File: config.mk
export PLATFORM = sky130hd
export DESIGN_NAME = bmvs_divider
export DESIGN_NICKNAME = d
export VERILOG_FILES = /design/src/sv/bmvs_pkg.sv /design/src/sv/bmvs_divider.sv
export SDC_FILE = /design/constraint.sdc
export NUM_CORES = 1
export LEC_CHECK = 0
export BUFFER_PORTS_ARGS = -buffer_cell sky130_fd_sc_hd__buf_2
export CAP_MARGIN = 15
export CORE_MARGIN = 1.5
export CORE_UTILIZATION = 45
export CTS_BUF_LIST = sky130_fd_sc_hd__clkbuf_4 sky130_fd_sc_hd__clkbuf_8 sky130_fd_sc_hd__clkbuf_16
export DETAILED_ROUTE_END_ITERATION = 12
export PLACE_DENSITY_LB_ADDON = 0.3
export SYNTH_ARGS = -nofsm -noshare
export SYNTH_HDL_FRONTEND = slang
export SYNTH_SLANG_ARGS = --single-unit
File: constraint.sdc
create_clock -name clk -period 7.6 [get_ports clk]
set_input_delay 0.76 -clock clk [delete_from_list [all_inputs] [get_ports clk]]
set_output_delay 0.76 -clock clk [all_outputs]
set_load 0.005 [all_outputs]
File: src/sv/bmvs_pkg.sv
// Package for the vehicle step core: Q16.16 constants, command codes, CORDIC table.
// No dependencies.
`timescale 1ns / 1ps
`default_nettype none
package bmvs_pkg;
  localparam int CORDIC_STEPS_DEF = 16;
  localparam int CORDIC_MAX = 30;

  localparam logic [2:0] FUNC_TICK  = 3'd0;
  localparam logic [2:0] FUNC_ACCEL = 3'd1;
  localparam logic [2:0] FUNC_BRAKE = 3'd2;
  localparam logic [2:0] FUNC_LEFT  = 3'd3;
  localparam logic [2:0] FUNC_RIGHT = 3'd4;
  localparam logic [2:0] FUNC_STOP  = 3'd5;

  localparam logic [2:0] REG_THROTTLE_GAIN = 3'd0;
  localparam logic [2:0] REG_IDLE_FORCE    = 3'd1;
  localparam logic [2:0] REG_BRAKE_SMOOTH  = 3'd2;
  localparam logic [2:0] REG_STATIC_BRAKE  = 3'd3;
  localparam logic [2:0] REG_DYNAMIC_BRAKE = 3'd4;
  localparam logic [2:0] REG_DRAG          = 3'd5;
  localparam logic [2:0] REG_INV_MASS      = 3'd6;
  localparam logic [2:0] REG_INV_WHEELBASE = 3'd7;

  localparam logic signed [31:0] Q_ONE       = 32'sd65536;
  localparam logic signed [31:0] NEAR_STOP   = 32'sd328;
  localparam logic signed [31:0] ONE_DEG     = 32'sd1144;
  localparam logic signed [31:0] STEER_LIMIT = 32'sd19661;
  localparam logic signed [31:0] BRAKE_HOLD  = 32'sd6554;
  localparam logic signed [31:0] PI_Q        = 32'sd205887;
  localparam logic signed [31:0] HALF_PI_Q   = 32'sd102944;
  localparam logic signed [31:0] TWO_PI_Q    = 32'sd411775;
  localparam logic signed [33:0] CORDIC_GAIN = 34'sd652032874;
  localparam logic signed [31:0] S32_MAX     = 32'sh7fffffff;
  localparam logic signed [31:0] S32_MIN     = 32'sh80000000;

  function automatic logic signed [33:0] atan_entry(input logic [4:0] i);
    case (i)
      5'd0: atan_entry = 34'sd843314856;  5'd1: atan_entry = 34'sd497837829;
      5'd2: atan_entry = 34'sd263043836;  5'd3: atan_entry = 34'sd133525158;
      5'd4: atan_entry = 34'sd67021686;   5'd5: atan_entry = 34'sd33543515;
      5'd6: atan_entry = 34'sd16775850;   5'd7: atan_entry = 34'sd8388437;
      5'd8: atan_entry = 34'sd4194282;    5'd9: atan_entry = 34'sd2097149;
      5'd10: atan_entry = 34'sd1048575;   5'd11: atan_entry = 34'sd524287;
      5'd12: atan_entry = 34'sd262143;    5'd13: atan_entry = 34'sd131071;
      5'd14: atan_entry = 34'sd65535;     5'd15: atan_entry = 34'sd32767;
      5'd16: atan_entry = 34'sd16383;     5'd17: atan_entry = 34'sd8191;
      5'd18: atan_entry = 34'sd4095;      5'd19: atan_entry = 34'sd2047;
      5'd20: atan_entry = 34'sd1023;      5'd21: atan_entry = 34'sd511;
      5'd22: atan_entry = 34'sd255;       5'd23: atan_entry = 34'sd127;
      5'd24: atan_entry = 34'sd63;        5'd25: atan_entry = 34'sd31;
      5'd26: atan_entry = 34'sd15;        5'd27: atan_entry = 34'sd7;
      5'd28: atan_entry = 34'sd3;         5'd29: atan_entry = 34'sd1;
      default: atan_entry = 34'sd0;
    endcase
  endfunction

  function automatic logic signed [31:0] sat32(input logic signed [65:0] v);
    if (v > 66'sd2147483647) sat32 = S32_MAX;
    else if (v < -66'sd2147483648) sat32 = S32_MIN;
    else sat32 = v[31:0];
  endfunction
endpackage
`default_nettype wire

File: src/sv/bmvs_divider.sv
// Restoring signed divider: 64-bit numerator by 18-bit divisor, one quotient bit a cycle.
// Truncates toward zero; quotient saturates to 32 bits signed. Depends on bmvs_pkg.
`timescale 1ns / 1ps
`default_nettype none
module bmvs_divider (
  input  wire               clk,
  input  wire               rst,
  input  wire               start,
  input  wire signed [63:0] num,
  input  wire signed [17:0] den,
  output logic              done,
  output logic signed [31:0] quot
);
  logic        busy;
  logic [5:0]  cnt;
  logic [63:0] q;
  logic [64:0] rem;
  logic [16:0] d;
  logic        neg, nz, dz, nsign;
  logic [64:0] trial;
  logic [64:0] remsh;
  logic signed [65:0] sq;

  // quotient follows the held magnitude, so it is valid from the done cycle on
  always_comb begin
    remsh = {rem[63:0], q[63]};
    trial = remsh - 65'(d);
    sq = neg ? -$signed({2'b00, q}) : $signed({2'b00, q});
    if (dz) begin
      if (!nz) quot = 32'sd0;
      else if (nsign) quot = bmvs_pkg::S32_MIN;
      else quot = bmvs_pkg::S32_MAX;
    end else begin
      quot = bmvs_pkg::sat32(sq);
    end
  end

  always_ff @(posedge clk) begin
    if (rst) begin
      busy <= 1'b0; done <= 1'b0; cnt <= '0;
    end else begin
      done <= 1'b0;
      if (start) begin
        busy <= 1'b1; cnt <= '0; rem <= '0;
        q <= num[63] ? 64'(-num) : 64'(num);
        d <= den[17] ? 17'(-den) : 17'(den);
        neg <= num[63] ^ den[17];
        nsign <= num[63];
        nz <= (num != 64'sd0);
        dz <= (den == 18'sd0);
      end else if (busy) begin
        if (!trial[64]) begin
          rem <= trial; q <= {q[62:0], 1'b1};
        end else begin
          rem <= remsh; q <= {q[62:0], 1'b0};
        end
        cnt <= cnt + 6'd1;
        if (cnt == 6'd63) begin
          busy <= 1'b0; done <= 1'b1;
        end
      end
    end
  end
endmodule
`default_nettype wire

Yosys cells after proc, flatten, opt, wreduce, memory -nomap -nowiden

Cells that the tools add are included.

Bits in registers: 157
Output and inout port bits: 33
Word-level logic and storage cells: 45

Add/subtract/negate cells: 5
Magnitude comparators: 2
Equal/unequal tests: 1
Multiplexer cells: 17
Bitwise logic cells: 3
Reduce and logical (&&, ||, !) cells: 7

Operator list:

| kind                   | number |
|---|---|
| $mux W64               | 5 |
| $mux W32               | 5 |
| $gt A66 B32 Y1 const B | 1 |
| $lt A66 B32 Y1 const B | 1 |
| $mux W66               | 1 |
| $neg A64 Y66           | 1 |
| $sub A65 B17 Y65       | 1 |
| $neg A64 Y64           | 1 |
| $reduce_bool A64 Y1    | 1 |
| $logic_not A18 Y1      | 1 |
| $mux W17               | 1 |
| $neg A17 Y17           | 1 |
| $add A6 B1 Y6 const B  | 1 |
| $eq A6 B6 Y1 const B   | 1 |
| $mux W1                | 5 |
| $reduce_and A2 Y1      | 2 |
| $reduce_or A3 Y1       | 1 |
| $not A1 Y1             | 2 |
| $reduce_bool A2 Y1     | 1 |
| $reduce_or A2 Y1       | 1 |
| $xor A1 B1 Y1          | 1 |

Depth between registers and ports, before layout

Gate-level depths: netlist (run 1).

Depth in word-level cells: 6
Depth in mapped cells: 15
Mapped depth without buffers: 13

Worst setup path after synthesis (run 1)

OpenSTA, ideal clock, no wires.

Path kind: input-to-reg
Start: input start
End: register busy
Data arrival time: 7.207 ns
Required time: 7.519 ns
Slack: 0.312 ns
Stages on the path: 5
Path buffers: 2
Path through: clkbuf_1 > clkbuf_1 > nor2_1 > nor2_1 > o31a_1

Word-level cells in the longest chain between the ends: 1

Ends and longest elaborated chain:

| element              | RTL line           | text |
|---|---|---|
| start, declared      | bmvs_divider.sv:8  | `input wire start,` |
| $mux W1              | bmvs_divider.sv:43 | `if (start) begin` |
| end signal, assigned | bmvs_divider.sv:40 | `busy <= 1'b0; done <= 1'b0; cnt <= '0;` |
| end signal, assigned | bmvs_divider.sv:44 | `busy <= 1'b1; cnt <= '0; rem <= '0;` |
| end signal, assigned | bmvs_divider.sv:59 | `busy <= 1'b0; done <= 1'b1;` |
| end, declared        | bmvs_divider.sv:14 | `logic busy;` |

No other way between the ends.
A chain may end at the register's enable or synchronous reset.

Worst setup path in the final report (run 1)

Start: register q[32]
End: output quot[0]

Word-level cells in the longest chain between the ends: 6

Ends and longest elaborated chain:

| element                | RTL line           | text |
|---|---|---|
| start, declared        | bmvs_divider.sv:16 | `logic [63:0] q;` |
| start signal, assigned | bmvs_divider.sv:45 | `q <= num[63] ? 64'(-num) : 64'(num);` |
| start signal, assigned | bmvs_divider.sv:53 | `rem <= trial; q <= {q[62:0], 1'b1};` |
| start signal, assigned | bmvs_divider.sv:55 | `rem <= remsh; q <= {q[62:0], 1'b0};` |
| $neg A64 Y66           | bmvs_divider.sv:28 | `sq = neg ? -$signed({2'b00, q}) : $signed({2'b00, q});` |
| $mux W66 *             | bmvs_divider.sv:28 |  |
| $lt A66 B32 Y1         | bmvs_pkg.sv:60     | `else if (v < -66'sd2147483648) sat32 = S32_MIN;` |
| $mux W32               | bmvs_pkg.sv:60     |  |
| $mux W32 *             | bmvs_pkg.sv:59     | `if (v > 66'sd2147483647) sat32 = S32_MAX;` |
| $mux W32 *             | bmvs_divider.sv:29 | `if (dz) begin` |
| end, declared          | bmvs_divider.sv:12 | `output logic signed [31:0] quot` |

Every way passes the cells marked *; elsewhere a longest branch is shown, timed or not.

==> out/metrics.yaml, run 1 <==
status: "finished, final reports clean"
regArea_um2: 4630
ys_ff_latch: 157
setup_viol: 0
fin_setup_tns_ns: 0
antenna_left: 0
start_util_pct: 45.6
clkSlewWorstSetupHoldPaths_ns: 0.08
drtIter0Drc: 875
peakVddDrop_uv: 143
synthFlopType: "edfxtp_1"
finalCoreUtilization_pct: 51.0
report.final.slew_viol_count: 0
finalInstanceArea_um2: 13200
yosysWarnings: 0
core_area_um2: 25800
pwr_density_cell_nw_per_um2: 186
die_h_um: 165
multi_input_area_um2: 6680
grt_max_degree: 75
synth_edf_count: 149
cp.required_ns: 6.84
yosys.area.top_type: "edfxtp_1"
rsz0062_at_grt: "false"
syn_inst: 1358
drc: 0
wire_per_inst_um: 17.2
synthTopCellsByArea: "edfxtp_1 38%, xor2_1 9.1%, nor2_1 5.2%"
cts_tree: "yes"
drive_gt1_share_pct: 13.5
drtPass1Iterations: 8
grt_pass1_wl_mm: 48.9
synth_top_area_share_pct: 38.0
placement.setup.worst_slack_ns: 1.76
ctsRootBufferMaster: "clkbuf_16"
yosysSeqAreaShare_pct: 39.3
synth_cell_types: 67
antenna_found_initial: 0
totalWireLength_mm: 30.5
hold_viol_final: 0
tightest_slew_ns: 1.13
finalNetCount: 1529
worstReg2RegStart: "q[63]$_DFFE_PP_"
synth.avg_cell_area_um2: 8.67
n_antenna_cell: 0
area_growth_syn_to_layout_pct: 11.9
finalCritPeriodShare_pct: 81.6
startpoint: "q[32]$_DFFE_PP_"
insertion_delay_ns: 0.43
row_count: 59
syn_area_um2: 11800
io_pins: 118
vias_per_cell: 5.88
numPortBuffers: 117
finalCriticalPeriod_ns: 6.20
gp_congestion: 0.954
final.setup_skew_ns: 0.0130
cts_setup_buffers: 0
cts_buffer_depth: 2
grt-ovfl-total: 0
arrival_ns: 5.44
ctsResizeCount: 0
relSlewSlack_pct: 24.9
synth.net_count: 1465
min-delay-start: "cnt[5]$_SDFFE_PP0P_"
die_x_um: 165
cts_sinks: 157
crit_type: "flop to primary output"
ctsHoldBuffers: 0
startpoint_type: "flop"
fmaxAchievable_ghz: 0.161
hpwl_mm: 21.9
grt_pass1_vias: 9421
placed_area_um2: 12500
design.die.area_um2: 27200
hold_class: "flop to flop"
vias: 10400
endpoint_kind: "primary output"
h-tree-depth: 4
grt_usage_pct: 22.8
synthArstFlopShare_pct: 0
p_leak_uw: 0.00461
maxCapViolCount: 0
cp_max_fo: 31
nFillCells: 2446
cts_made_buffers: 17
worst_slack_ns: 1.40
flip-flops by register name, summed over array words and instances (netlist names):
signal  cells
q          64
rem        64
d          17
cnt         6
busy        1
done        1
dz          1
neg         1
nsign       1
nz          1
through the flow:
step                total power (uW)  hold WS, ns  instances
CTS                             2460        0.512       1769
detailed placement              1570        0.501       1737
floorplan                       1430        0.458       1358
global route                    2560        0.545       1770
finish                          2450        0.519       1770
global placement                1570        0.469       1737
cell usage after synthesis (all sizes together), types with 4 or more instances:
cell type  number
nor3           46
xnor2          56
buf             9
clkbuf         74
o21ai          97
or4            27
nor2          162
or3            49
xor2          123
nand2         105
nor2b          11
mux2i           6
o31ai          37
nor4           39
ha             21
nand4          19
o211ai          6
o41ai          19
and3            5
nand2b          8
dfxtp           8
a21boi          4
o22ai           4
a21oi         102
inv            42
a21o            6
edfxtp        149
nand3b         11
a31oi          10
or2            13
nand4b          7
a211oi          5
nand3          36
cell type report:
cell class                      instances  share of cell area, %
Timing Repair Buffer                  128                   5.17
Multi-Input combinational cell       1075                   50.7
Clock buffer                           20                   3.80
Clock inverter                         12                  0.798
Tap cell                              335                   3.18
Inverter                               43                   1.22
Sequential cell                       157                   35.2
where the power goes:
group | internal [uW] | total [uW] | leakage, uW | switching (uW)
sequential | 1030 | 1090 | 0.00149 | 66.1
combinational | 190 | 473 | 0.00282 | 283
clock | 490 | 884 | 0.000303 | 394
total | 1710 | 2450 | 0.00461 | 743
cell usage in the layout (no fill, tap or decap), types with 4 or more instances in the layout:
cell         n
o21ai_1     28
buf_2      116
o22ai_1      4
ha_1        21
nand3b_1    11
o211ai_1     6
dfxtp_1      8
nor2_1     160
a21oi_1    102
nor4_1      38
and3_1       5
a211oi_1     5
o31ai_1     37
o41ai_1     19
mux2i_1      6
edfxtp_1   149
xnor2_1     56
o21ai_0     67
or3_1       47
a21boi_0     4
xor2_1     123
a31oi_1     10
nor3_1      46
nand3_1     36
nand4b_1     7
nand2b_1     8
inv_1       42
buf_4       10
clkbuf_16   20
or2_2       13
inv_6        6
a21o_1       6
nand2_1    105
nand4_1     19
or4_1       23
nor2b_1     10
final timing paths:
kind | slack (ns) | end | depth (start not counted)
hold reg to reg | 0.52 | done$_SDFF_PP0_ | 2
setup reg to reg | 3.06 | rem[63]$_SDFFCE_PP0P_ | 13
hold / removal | 0.52 | done$_SDFF_PP0_ | 2
setup / recovery | 1.40 | quot[0] | 10
per-layer routing:
layer / global-route usage [%] / wire length, um
met3: 2.96 / 1730
met1: 32.8 / 14200
met5: 0 / 0
met2: 36.3 / 14100
met4: 5.90 / 460
critical path, stage by stage (launching register included):
cell       delay (ns)
edfxtp_1         0.53
nor4_1           0.83
nand3_1          0.41
or3_1            0.46
nor3_1           0.50
and3_1           0.25
o21ai_0          0.12
a2111oi_0        0.75
a41oi_4          0.59
o21ai_0          0.39
buf_2            0.17
cells by family (layout without fill, tap and decap cells):
logic type | count (synthesis) | after routing | share of synthesized area (%)
buffers and inverters | 126 | 203 | 4.29
DFF | 157 | 157 | 39.3
muxes | 9 | 9 | 0.797
AOI/OAI and AO/OA | 314 | 314 | 16.2
and+or+nand+nor | 551 | 551 | 23.7
xor gates and xnor gates | 179 | 179 | 13.3
adders and majority gates | 22 | 22 | 2.40
No activity file was read; power rests on OpenSTA's default activity.
==> run 2, diff against run 1 <==
- clock period: 7.6 -> 6.5 ns (I/O delays scaled with it)
==> out/metrics.yaml, run 2 (synthesis results as in run 1) <==
cp_slowest_cell: "or4_1"
fmaxAchievable_ghz: 0.169
cp_max_fo: 31
core_area_um2: 25800
maxCapViolCount: 0
drive_gt1_share_pct: 13.7
placement.setup.worst_slack_ns: 1.05
grt_pass1_wl_mm: 48.6
hold_ws_ns: 0.428
hold_class: "input pin to flop"
p_leak_uw: 0.00461
cpMostUsedCell: "or4_1"
area_growth_syn_to_layout_pct: 11.7
report.final.slew_viol_count: 0
peakVddDrop_uv: 176
gp_congestion: 0.959
drtPass1Iterations: 5
crit_chain: "or4_1, or4_4, or3_4, or4_1, or4_4, o31a_1, or4_1, nor4_2, a31o_4, o21ai_0, buf_2"
antenna_found_initial: 0
totalWireLength_mm: 30.1
grt-ovfl-total: 0
insertion_delay_ns: 0.45
io_pins: 118
finalCritPeriodShare_pct: 91.1
die_h_um: 165
total_power_uw: 2820
cp_top_family: "simple AND/OR/NAND/NOR gates"
numPortBuffers: 117
antenna_left: 0
finalCriticalPeriod_ns: 5.92
startpoint_type: "flop"
cts_buffer_depth: 2
vias: 10400
status: "finished, final reports clean"
drc: 0
cp_slowest_stage_delay_ns: 0.65
grt_usage_pct: 22.6
cts_made_buffers: 17
design.die.area_um2: 27200
final.setup_skew_ns: 0.0149
worst_slack_ns: 0.577
final_cell_mix: "160 x nor2_1, 149 x edfxtp_1, 123 x xor2_1"
fin_setup_tns_ns: 0
start_util_pct: 45.6
die_x_um: 165
relSlewSlack_pct: 23.1
grt_pass1_vias: 9533
vias_per_cell: 5.85
ctsRootBufferMaster: "clkbuf_16"
top_regs: "q x64, rem x64, d x17"
row_count: 59
final_common_cell: "nor2_1"
pwr_density_cell_nw_per_um2: 215
hpwl_mm: 21.7
endpoint_kind: "primary output"
n_antenna_cell: 0
setup_viol: 0
finalNetCount: 1532
cts_sinks: 157
cp.required_ns: 5.85
hold_viol_final: 0
placed_area_um2: 12600
cts_setup_buffers: 0
ctsHoldBuffers: 0
finalInstanceArea_um2: 13200
rsz0062_at_grt: "false"
arrival_ns: 5.27
tightest_slew_ns: 1.15
grt_max_degree: 77
drtIter0Drc: 831
ctsResizeCount: 0
wire_per_inst_um: 17.0
critical_path_buf_inv_count: 1
h-tree-depth: 4
cts_tree: "yes"
crit_type: "flop to primary output"
clkSlewWorstSetupHoldPaths_ns: 0.07
run 2: cell types whose count changed in the layout (fill, tap and decap cells not counted), moves of 2 or more:
cell | before | now
buf_4 | 10 | 13
clkbuf_16 | 20 | 17
clkinv_8 | 0 | 2
inv_8 | 2 | 6
run 2: final cells by class:
type                            count  area (um^2)
Inverter                           43          161
Multi-Input combinational cell   1075         6660
Clock inverter                     15          159
Sequential cell                   157         4630
Tap cell                          335          419
Timing Repair Buffer              131          701
Clock buffer                       17          425
Fill cell                        2446        12700
run 2: path summary, 6_finish.rpt:
check | from | end | slack [ns] | cells past startpoint
worst max register to register | q[63]$_DFFE_PP_ | rem[28]$_SDFFCE_PP0P_ | 2.08 | 12
worst max-delay path | q[22]$_DFFE_PP_ | quot[0] | 0.58 | 11
worst min-delay path | den[0] | d[0]$_DFFE_PP_ | 0.43 | 1
worst min register to register | cnt[5]$_SDFFE_PP0P_ | cnt[5]$_SDFFE_PP0P_ | 0.49 | 2
run 2: worst register-to-register path, cell delays in order, from the launching register on:
cell and delay, ns:
edfxtp_1 0.41, inv_1 0.12, ha_1 0.25, fa_1 0.41
nor2b_1 0.11, o21ai_0 0.10, a21oi_1 0.33, o211ai_1 0.22
a2111oi_0 0.63, nor3_1 0.19, or2_2 0.61, or3_1 0.45
a311oi_1 0.38
run 2: per-layer routing:
| layer | vias to the layer above | share of wire, % | global-route usage (%) |
|---|---|---|---|
| li1 | 5119 | - | - |
| met1 | 4864 | 46 | 31.6 |
| met2 | 356 | 47 | 36.7 |
| met3 | 41 | 5.6 | 2.71 |
| met4 | 0 | 1.6 | 6.72 |
| met5 | - | 0 | 0 |
run 2: where the power goes:
part           switching, uW  internal, uW
clock network            484           517
registers               75.4          1200
logic                    326           222
total                    886          1940
run 2: stage by stage:
stage                     std cells  util [%]
after floorplan                1358         -
after global placement         1740      48.6
after detailed placement       1740      48.6
after CTS                      1772      50.9
after global routing           1773      50.9
final                          1773      50.9
==> run 3, diff against run 2 <==
- clock period: 6.5 -> 5.6 ns (I/O delays scaled with it)
==> out/metrics.yaml, run 3 (synthesis results as in run 1) <==
finalCritPeriodShare_pct: 100
critical_path_buf_inv_count: 2
hold_class: "input pin to flop"
finalCriticalPeriod_ns: 5.63
combPwrFrac_pct: 19.6
ctsRootBufferMaster: "clkbuf_16"
cts_sinks: 157
crit_chain: "or4_4, or4_4, or3_4, or4_4, or4_4, o31a_1, or4_4, nor4_4, buf_4, a31o_2, o21ai_1, buf_2"
top_regs: "q x64, rem x64, d x17"
drtIter0Drc: 855
relSlewSlack_pct: 1.80
pwr_density_cell_nw_per_um2: 251
place_inst: 1744
vias_per_cell: 5.85
final_common_cell: "nor2_1"
drive_gt1_share_pct: 15.2
p_sw_share_pct: 30.4
io_pins: 118
die_x_um: 165
p_sw_uw: 1020
peakVddDrop_uv: 176
final_cell_mix: "160 x nor2_1, 149 x edfxtp_1, 123 x xor2_1"
grt_usage_pct: 23.2
gp_congestion: 0.945
numPortBuffers: 117
fmaxAchievable_ghz: 0.178
violations: "max-capacitance violations, negative setup slack"
startpoint_type: "flop"
regArea_um2: 4630
h-tree-depth: 4
endpoint_kind: "primary output"
p_leak_uw: 0.00474
cts_made_buffers: 17
tightest_slew_ns: 1.46
fin_cells: 1792
cp_slowest_stage_delay_ns: 0.56
worst_slack_ns: -0.0277
start_util_pct: 45.6
status: "finished, violations left"
rsz0062_at_grt: "true"
drc: 0
grt_pass1_wl_mm: 49.7
maxCapViolCount: 1
antenna_left: 0
insertion_delay_ns: 0.44
wire_per_inst_um: 17.5
drtPass1Iterations: 6
power_frac_clock_pct: 36.4
cp_top_family: "simple AND/OR/NAND/NOR gates"
cts_buffer_depth: 2
report.final.slew_viol_count: 0
die_h_um: 165
cpMostUsedCell: "or4_4"
arrival_ns: 5.07
cp_slowest_cell: "or4_4"
core_area_um2: 25800
cp.required_ns: 5.04
totalWireLength_mm: 31.3
grt_pass1_vias: 9707
cp_max_fo: 8
nFillCells: 2447
hold_ws_ns: 0.352
p_int_uw: 2340
finalNetCount: 1550
antenna_found_initial: 0
grt_max_degree: 130
multi_input_area_um2: 6740
area_growth_syn_to_layout_pct: 13.8
row_count: 59
design.die.area_um2: 27200
ctsHoldBuffers: 0
final.setup_skew_ns: 0.0149
clkSlewWorstSetupHoldPaths_ns: 0.07
vias: 10500
grt-ovfl-total: 0
setup_viol: 7
cts_tree: "yes"
crit_type: "flop to primary output"
total_power_uw: 3360
hpwl_mm: 21.8
pwr-share-seq_pct: 44.0
hold_viol_final: 0
==> run 3: area by class of cell <==
type / count / share of cell area, %
multi-input combinational: 1078 / 50.3
clock buffer: 21 / 3.84
clock inverter: 11 / 0.775
antenna: 1 / 0.0187
timing repair buffer: 146 / 6.19
tap: 335 / 3.13
sequential: 157 / 34.6
inverter: 43 / 1.20
==> run 3: path summary, 6_finish.rpt <==
check	slack, ns	depth (start not counted)	startpoint	to
worst max register to register	1.11	12	q[63]$_DFFE_PP_	rem[28]$_SDFFCE_PP0P_
worst min register to register	0.50	2	cnt[5]$_SDFFE_PP0P_	cnt[5]$_SDFFE_PP0P_
worst min-delay path	0.35	1	den[0]	d[0]$_DFFE_PP_
worst max-delay path	-0.03	12	q[28]$_DFFE_PP_	quot[17]
==> run 3: power by group through the flow <==
stage          clock [uW]  combinational [uW]  sequential, uW
2_1_floorplan           0                 469            1470
3_3_place_gp            0                 626            1500
3_5_place_dp            0                 633            1500
4_1_cts              1240                 643            1480
5_1_grt              1280                 733            1490
6_report             1220                 659            1480
==> run 3: repair_timing <==
| action | CTS | global route |
|---|---|---|
| cloned | 1 | 2 |
| resized for setup | 4 | 6 |
| buffers inserted | 2 | 9 |
| pin swaps | 2 | 8 |
| endpoints found under the setup margin | 31 | 31 |
==> run 3: through the flow <==
| stage | cell area [um^2] | util (%) | setup TNS [ns] | setup WS (ns) |
|---|---|---|---|---|
| floorplan | 11800 | - | 0 | 0.672 |
| global placement | 12600 | 48.8 | 0 | 0.358 |
| detailed placement | 12600 | 48.8 | 0 | 0.252 |
| CTS | 13300 | 51.4 | 0 | 0.00239 |
| global route | 13400 | 51.9 | -3.18 | -0.161 |
| finish | 13400 | 51.9 | -0.147 | -0.0277 |
==> run 3: worst register-to-register path, cell delays in order (launching register included) <==
cell,delay [ns]
edfxtp_1,0.46
inv_1,0.14
ha_1,0.25
fa_1,0.42
nor2b_1,0.12
o21ai_0,0.11
a21oi_1,0.34
o211ai_1,0.22
a2111oi_0,0.63
nor3_1,0.19
or2_2,0.60
or3_1,0.46
a311oi_1,0.35
==> run 3: metal layers <==
layer,vias to the layer above,wire length (um),GRT usage (%)
li1,5162,-,-
met1,4907,14100,32.1
met2,354,14400,37.1
met3,55,2110,4.42
met4,0,731,6.39
met5,-,0,0
